$ cat src/ffac_pkg.sv
// ----------------------------------------------------------------------------
// ffac_pkg: shared types and constants of the FIFO fully associative cache
// Request and response words, operation codes and the line write controls.
// ----------------------------------------------------------------------------
package ffac_pkg;

  localparam int unsigned AddrW = 32;
  localparam int unsigned DataW = 32;
  localparam int unsigned ModeW = 2;

  localparam logic [ModeW-1:0] MODE_READ  = 2'd0;
  localparam logic [ModeW-1:0] MODE_WRITE = 2'd1;
  localparam logic [ModeW-1:0] MODE_PUT   = 2'd2;

  typedef struct packed {
    logic [ModeW-1:0] mode;
    logic [AddrW-1:0] addr;
    logic [DataW-1:0] write_data;
  } ffac_req_t;

  typedef struct packed {
    logic             hit;
    logic [DataW-1:0] read_data;
    logic             evicted;
    logic [AddrW-1:0] evicted_addr;
    logic [DataW-1:0] evicted_data;
    logic             evicted_dirty;
  } ffac_rsp_t;

  typedef struct packed {
    logic             en;
    logic             dirty;
    logic [DataW-1:0] data;
  } ffac_wr_t;

  typedef struct packed {
    logic             hit;
    logic [DataW-1:0] hit_data;
    logic [AddrW-1:0] old_addr;
    logic [DataW-1:0] old_data;
    logic             old_dirty;
  } ffac_look_t;

endpackage

$ cat src/ffac_lines.sv
// ----------------------------------------------------------------------------
// ffac_lines: line storage with a parallel address compare
// Holds address, data and dirty mark of every line plus a valid bit, matches
// the key against all valid lines, and updates in place or allocates.
// ----------------------------------------------------------------------------
module ffac_lines #(
  parameter int unsigned ENTRIES = 16,
  parameter int unsigned IdxW    = (ENTRIES > 1) ? $clog2(ENTRIES) : 1
) (
  input  logic                    clk_i,
  input  logic                    rst_ni,
  input  logic [ffac_pkg::AddrW-1:0] key_i,
  input  ffac_pkg::ffac_wr_t      wr_i,
  input  logic [IdxW-1:0]         alloc_slot_i,
  input  logic [IdxW-1:0]         old_slot_i,
  output ffac_pkg::ffac_look_t    look_o
);

  logic [ffac_pkg::AddrW-1:0] line_addr_q  [ENTRIES];
  logic [ffac_pkg::DataW-1:0] line_data_q  [ENTRIES];
  logic                       line_dirty_q [ENTRIES];
  logic [ENTRIES-1:0]         valid_q;
  logic [ENTRIES-1:0]         match;
  logic [ffac_pkg::DataW-1:0] hit_data;

  for (genvar i = 0; i < ENTRIES; i++) begin : g_line
    logic upd;
    logic alloc;

    assign match[i] = valid_q[i] && (line_addr_q[i] == key_i);
    assign upd      = wr_i.en && match[i];
    assign alloc    = wr_i.en && !(|match) && (alloc_slot_i == IdxW'(i));

    always_ff @(posedge clk_i or negedge rst_ni) begin
      if (!rst_ni) begin
        valid_q[i] <= 1'b0;
      end else if (alloc) begin
        valid_q[i] <= 1'b1;
      end
    end

    always_ff @(posedge clk_i) begin
      if (alloc) begin
        line_addr_q[i] <= key_i;
      end
      if (upd || alloc) begin
        line_data_q[i]  <= wr_i.data;
        line_dirty_q[i] <= wr_i.dirty;
      end
    end
  end

  always_comb begin
    hit_data = '0;
    for (int i = 0; i < ENTRIES; i++) begin
      hit_data = hit_data | (line_data_q[i] & {ffac_pkg::DataW{match[i]}});
    end
  end

  assign look_o.hit       = |match;
  assign look_o.hit_data  = hit_data;
  assign look_o.old_addr  = line_addr_q[old_slot_i];
  assign look_o.old_data  = line_data_q[old_slot_i];
  assign look_o.old_dirty = line_dirty_q[old_slot_i];

endmodule

$ cat src/fifo_fully_associative_cache_unit.sv
// ----------------------------------------------------------------------------
// fifo_fully_associative_cache_unit: fully associative cache, FIFO replacement
// Flow: an accepted word is registered in req_q, looked up in the line storage
// combinationally, and its response is registered in rsp_q with valid_o.
// Throughput: one word per cycle; busy_o never rises, the result receiver
// cannot stall. The lookup, line update and ring pointer update happen together.
// Reset clears the valid bits, the oldest pointer and the fill count at once.
// ----------------------------------------------------------------------------
module fifo_fully_associative_cache_unit #(
  parameter int unsigned ENTRIES = 16
) (
  input  logic                clk_i,
  input  logic                rst_ni,
  input  logic                start_i,
  output logic                busy_o,
  input  ffac_pkg::ffac_req_t req_i,
  output logic                valid_o,
  output ffac_pkg::ffac_rsp_t rsp_o
);

  localparam int unsigned IdxW = (ENTRIES > 1) ? $clog2(ENTRIES) : 1;
  localparam int unsigned CntW = $clog2(ENTRIES + 1);

  ffac_pkg::ffac_req_t  req_q;
  logic                 req_vld_q;
  ffac_pkg::ffac_rsp_t  rsp_q, rsp_d;
  logic                 rsp_vld_q;
  logic [IdxW-1:0]      oldest_q, oldest_d;
  logic [CntW-1:0]      fill_q, fill_d;
  logic                 full;
  logic                 is_wr;
  logic [IdxW-1:0]      alloc_slot;
  ffac_pkg::ffac_wr_t   wr;
  ffac_pkg::ffac_look_t look;

  assign busy_o = 1'b0;

  always_ff @(posedge clk_i or negedge rst_ni) begin
    if (!rst_ni) begin
      req_vld_q <= 1'b0;
    end else begin
      req_vld_q <= start_i && !busy_o;
    end
  end

  always_ff @(posedge clk_i) begin
    if (start_i && !busy_o) begin
      req_q <= req_i;
    end
  end

  assign full       = (fill_q == CntW'(ENTRIES));
  assign is_wr      = (req_q.mode == ffac_pkg::MODE_WRITE) || (req_q.mode == ffac_pkg::MODE_PUT);
  assign alloc_slot = full ? oldest_q : fill_q[IdxW-1:0];

  assign wr.en    = req_vld_q && is_wr;
  assign wr.dirty = (req_q.mode == ffac_pkg::MODE_WRITE);
  assign wr.data  = req_q.write_data;

  ffac_lines #(
    .ENTRIES (ENTRIES),
    .IdxW    (IdxW)
  ) u_lines (
    .clk_i        (clk_i),
    .rst_ni       (rst_ni),
    .key_i        (req_q.addr),
    .wr_i         (wr),
    .alloc_slot_i (alloc_slot),
    .old_slot_i   (oldest_q),
    .look_o       (look)
  );

  always_comb begin
    oldest_d = oldest_q;
    fill_d   = fill_q;
    rsp_d    = '0;
    rsp_d.hit = look.hit;
    if (is_wr) begin
      if (!look.hit) begin
        if (full) begin
          rsp_d.evicted       = 1'b1;
          rsp_d.evicted_addr  = look.old_addr;
          rsp_d.evicted_data  = look.old_data;
          rsp_d.evicted_dirty = look.old_dirty;
          oldest_d = (oldest_q == IdxW'(ENTRIES - 1)) ? '0 : oldest_q + IdxW'(1);
        end else begin
          fill_d = fill_q + CntW'(1);
        end
      end
    end else if (look.hit) begin
      rsp_d.read_data = look.hit_data;
    end
  end

  always_ff @(posedge clk_i or negedge rst_ni) begin
    if (!rst_ni) begin
      oldest_q  <= '0;
      fill_q    <= '0;
      rsp_vld_q <= 1'b0;
    end else begin
      rsp_vld_q <= req_vld_q;
      if (req_vld_q) begin
        oldest_q <= oldest_d;
        fill_q   <= fill_d;
      end
    end
  end

  always_ff @(posedge clk_i) begin
    if (req_vld_q) begin
      rsp_q <= rsp_d;
    end
  end

  assign valid_o = rsp_vld_q;
  assign rsp_o   = rsp_q;

endmodule

$ cat config.mk
export PLATFORM = sky130hd
export DESIGN_NAME = fifo_fully_associative_cache_unit
export DESIGN_NICKNAME = d
export VERILOG_FILES = /design/src/ffac_pkg.sv /design/src/ffac_lines.sv /design/src/fifo_fully_associative_cache_unit.sv
export SDC_FILE = /design/constraint.sdc
export NUM_CORES = 2
export LEC_CHECK = 0
export BUFFER_PORTS_ARGS = -buffer_cell sky130_fd_sc_hd__buf_2
export CORE_ASPECT_RATIO = 1.1
export CORE_MARGIN = 2
export CORE_UTILIZATION = 45
export CTS_CLUSTER_DIAMETER = 100
export DETAILED_ROUTE_END_ITERATION = 10
export MAX_ROUTING_LAYER = met4
export SYNTH_ARGS = -nofsm -noshare
export SYNTH_HDL_FRONTEND = slang
export SYNTH_SLANG_ARGS = --single-unit
export TNS_END_PERCENT = 1
$ cat constraint.sdc
create_clock -name clk_i -period 12.5 [get_ports clk_i]
set_clock_uncertainty 0.2 [all_clocks]
set_input_delay 0 -clock clk_i [delete_from_list [all_inputs] [get_ports clk_i]]
set_output_delay 0 -clock clk_i [all_outputs]
set_load 0.005 [all_outputs]
==> out/summary.json <==
{
  "clkLatencyLatePin": {"value": 0.79, "unit": "ns"},
  "synth-seq-cells": {"value": 1232},
  "data_required_time_of_the_critical_path": {"value": 12.78, "unit": "ns"},
  "edff_count_synth": {"value": 1205},
  "post_cts.repair.setup_buffers": {"value": 0},
  "setup_slack": {"value": 6.18, "unit": "ns"},
  "grt_overflow_total": {"value": 0},
  "cts.htree.levels": {"value": 4},
  "clkTransAtPathRegs": {"value": 0.06, "unit": "ns"},
  "clkSinkCount": {"value": 1232},
  "violations": {"value": "max-capacitance violations, max-slew violations"},
  "grt_most_used_layer": {"value": "met2"},
  "floorplan.die_area": {"value": 125000, "unit": "µm²"},
  "mappedNetlistArea": {"value": 54800, "unit": "µm²"},
  "floorplan.die.height": {"value": 370, "unit": "µm"},
  "power.switching_fraction": {"value": 25.8, "unit": "%"},
  "port_buffers": {"value": 168},
  "period_needed": {"value": 6.32, "unit": "ns"},
  "grt_pass1_wl": {"value": 264000, "unit": "µm"},
  "finish.net_count": {"value": 3376},
  "pwr-share-clk": {"value": 38.5, "unit": "%"},
  "ys.warnings.count": {"value": 0},
  "yosysTopAreaCell": {"value": "edfxtp_1"},
  "place_worst_setup_slack": {"value": 6.22, "unit": "ns"},
  "yosys.area.top_type_share": {"value": 66.0, "unit": "%"},
  "grt_antenna_before_repair": {"value": 9},
  "detailroute.via_count": {"value": 32523},
  "pwr-share-comb": {"value": 11.4, "unit": "%"},
  "antenna_left": {"value": 0},
  "static-leakage-power": {"value": 20.2, "unit": "nW"},
  "slew_headroom": {"value": -7.23, "unit": "%"},
  "multiInputGateArea": {"value": 17000, "unit": "µm²"},
  "setup_viol": {"value": 0},
  "yosys.cell_types.count": {"value": 47},
  "final_hold_viol_count": {"value": 0},
  "grt_start_max_net_pins": {"value": 164},
  "postSynth.topFlopCell": {"value": "edfxtp_1"},
  "route.detailed.drc": {"value": 0},
  "globalRouteTotalUtil": {"value": 32.0, "unit": "%"},
  "path_type_of_the_worst_min_delay_path": {"value": "in2reg"},
  "synthXorXnorAreaFrac": {"value": 8.21, "unit": "%"},
  "post_synth_fa_ha_maj_area_fraction": {"value": 0.0913, "unit": "%"},
  "min_period_over_period": {"value": 50.6, "unit": "%"},
  "detail_route.vias_per_cell": {"value": 6.44},
  "clockBufferDepth": {"value": 3},
  "power.internal": {"value": 0.00745, "unit": "W"},
  "run_status": {"value": "complete, but fails checks"},
  "synth_fp_nets": {"value": 3061},
  "dr.pass1.iters": {"value": 6},
  "drive_gt1_share": {"value": 24.3, "unit": "%"},
  "net-switching-power": {"value": 0.00259, "unit": "W"},
  "std_cell_rows": {"value": 134},
  "area_growth": {"value": 14.9, "unit": "%"},
  "maxSlewViolCount": {"value": 2},
  "met1_usage": {"value": 40.2, "unit": "%"},
  "cts_root_buf": {"value": "clkbuf_16"},
  "num-fill-cells": {"value": 9859},
  "achievable-frequency": {"value": 158, "unit": "MHz"},
  "pwr_density_cell": {"value": 159, "unit": "nW/µm²"},
  "setup.worst_path.start_class": {"value": "flip-flop"},
  "rsz0062_at_grt": {"value": "no"},
  "ios": {"value": 170},
  "grt_util_met3": {"value": 5.40, "unit": "%"},
  "regArea": {"value": 36900, "unit": "µm²"},
  "synth_top_family_by_area": {"value": "multiplexers"},
  "yosysSeqAreaShare": {"value": 67.2, "unit": "%"},
  "tns": {"value": 0, "unit": "ns"},
  "die_width": {"value": 337, "unit": "µm"},
  "detailedPlacementHpwl": {"value": 119000, "unit": "µm"},
  "synthArstFlopShare": {"value": 2.19, "unit": "%"},
  "synth.avg_cell_area": {"value": 18.4, "unit": "µm²"},
  "grt_use_met2": {"value": 51.7, "unit": "%"},
  "worst_slew_pin_slew": {"value": 1.57, "unit": "ns"},
  "floorplan.core_area": {"value": 121000, "unit": "µm²"},
  "cts_inserted_buffers": {"value": 134},
  "start_util": {"value": 45.3, "unit": "%"},
  "wire_per_inst": {"value": 38.2, "unit": "µm"},
  "tritoncts": {"value": "yes"},
  "total_length_of_routed_wires": {"value": 193000, "unit": "µm"},
  "synthCells": {"value": 2988},
  "critPathArrivalTime": {"value": 6.61, "unit": "ns"},
  "drv.max_cap_violation_count": {"value": 2},
  "gp_congestion": {"value": 1.00},
  "worst-setup-path-type": {"value": "reg2reg"},
  "synth.area.top_cells": {"value": "edfxtp_1 (66%), mux4_2 (13%), xor2_1 (7.5%)"},
  "yosys.area_share.simple": {"value": 4.13, "unit": "%"},
  "initialDrtViolationCount": {"value": 4860},
  "worst-path-max-fanout": {"value": 48},
  "peakVddDrop": {"value": 127, "unit": "µV"},
  "power.share.sequential": {"value": 50.1, "unit": "%"},
  "worst_setup_path_end_kind": {"value": "flip-flop"},
  "synth_mux_area_share": {"value": 13.4, "unit": "%"},
  "synth_compound_area_share": {"value": 4.62, "unit": "%"},
  "grt_pass1_vias": {"value": 31836}
}
[Yosys cell counts, types with 10 or more instances]
library cell / instances
mux4_2: 325
edfxtp_1: 1205
nor3_1: 30
buf_1: 23
nor3_2: 13
dfrtp_1: 27
buf_4: 34
a22o_1: 96
a22oi_1: 64
xnor2_1: 46
a31oi_1: 33
nand4_1: 24
a221oi_1: 96
nor2b_1: 57
and3_1: 34
nor2b_2: 10
nand3_1: 43
inv_1: 17
buf_6: 37
nor4_1: 109
buf_2: 20
xor2_1: 468
nand2_1: 21
clkbuf_1: 92
[power by group through the flow]
stage / Combinational, W / Clock (W) / Sequential, W
floorplan: 0.000647 / 0 / 0.00505
global placement: 0.00111 / 0 / 0.00510
detailed placement: 0.00111 / 0 / 0.00512
CTS: 0.00114 / 0.00390 / 0.00503
global route: 0.00118 / 0.00406 / 0.00505
finish: 0.00114 / 0.00387 / 0.00504
[metal layers]
metal	up-vias	wire length, µm	part of all wire, %
li1	12856	-	-
met1	17079	71400	37
met2	2251	96400	50
met5	-	0	0
met4	0	8760	4.5
met3	337	16500	8.6
[final cells by class]
cell class | count | area share (%)
clock inverters | 78 | 0.963
diodes | 7 | 0.0278
flip-flops and latches | 1232 | 58.5
repair buffers | 385 | 4.53
multi-input cells | 1532 | 26.9
clock buffers | 167 | 5.70
well taps | 1632 | 3.24
inverters | 18 | 0.107
[kinds of logic (layout without fill, tap and decap cells)]
kind of cell             count (synthesis)  in the layout
flip-flops                            1232           1232
XOR/XNOR                               514            514
AND/OR/NAND/NOR                        372            372
multiplexers                           328            328
AO/OA/AOI/OAI                          313            313
buffers and inverters                  224            648
adder cells (fa/ha/maj)                  4              4
other                                    1              8
[final timing paths]
path / startpoint / slack (ns) / end / cells after the start
min in group asynchronous: rst_ni / 0.19 / valid_o / 4
worst min-delay path: start_i / 0.14 / req_q[20] / 2
worst max-delay path: req_q[63] / 6.18 / rsp_o[53] / 12
max in group asynchronous: rst_ni / 11.42 / req_vld_q / 4
worst max register to register: req_q[63] / 6.18 / rsp_o[53] / 12
worst min register to register: u_lines.valid_q[7] / 0.27 / u_lines.valid_q[7] / 1
[critical path, cell delays in order (launching register included)]
cell	delay, ns
edfxtp_1	0.32
buf_4	0.41
xor2_1	0.28
nor4_1	1.22
nand4_1	0.32
nor3_4	0.42
buf_4	0.64
nor4_1	0.11
and4_4	0.26
inv_2	0.27
or3_4	0.41
buf_4	0.62
nor2b_1	0.13
[cells in the final DEF, fill, tap and decap left out, types with 64 or more instances in the layout]
cell,n
buf_4,80
mux4_2,325
buf_2,167
xor2_1,468
clkbuf_16,139
nor4_1,105
a22oi_1,64
a221oi_1,96
dlygate4sd3_1,135
edfxtp_1,1205
a22o_1,96
[registers in the layout, indices dropped and copies added, names as in the netlist]
register,cells
u_lines.line_addr_q,512
u_lines.line_data_q,512
rsp_o,99
req_q,66
u_lines.line_dirty_q,16
u_lines.valid_q,16
fill_q,5
oldest_q,4
req_vld_q,1
valid_o,1
[metrics by stage]
| step | total power [W] | instances | hold WS, ns | cell area, µm² | util (%) |
|---|---|---|---|---|---|
| after detailed placement | 0.00622 | 4663 | -0.0773 | 57400 | 47.4 |
| after floorplan | 0.00570 | 2988 | -0.496 | 54800 | - |
| final | 0.0100 | 5051 | 0.143 | 63000 | 52.1 |
| after CTS | 0.0101 | 5043 | 0.130 | 63000 | 52.0 |
| after global placement | 0.00621 | 4663 | -0.0781 | 57400 | 47.4 |
| after global routing | 0.0103 | 5051 | 0.164 | 63000 | 52.1 |
[what timing repair did]
item	4_1_cts	5_1_grt
endpoints found under the hold margin	123	0
hold buffers	135	0
gates resized for setup	0	0
No activity file was read; power rests on OpenSTA's default activity.
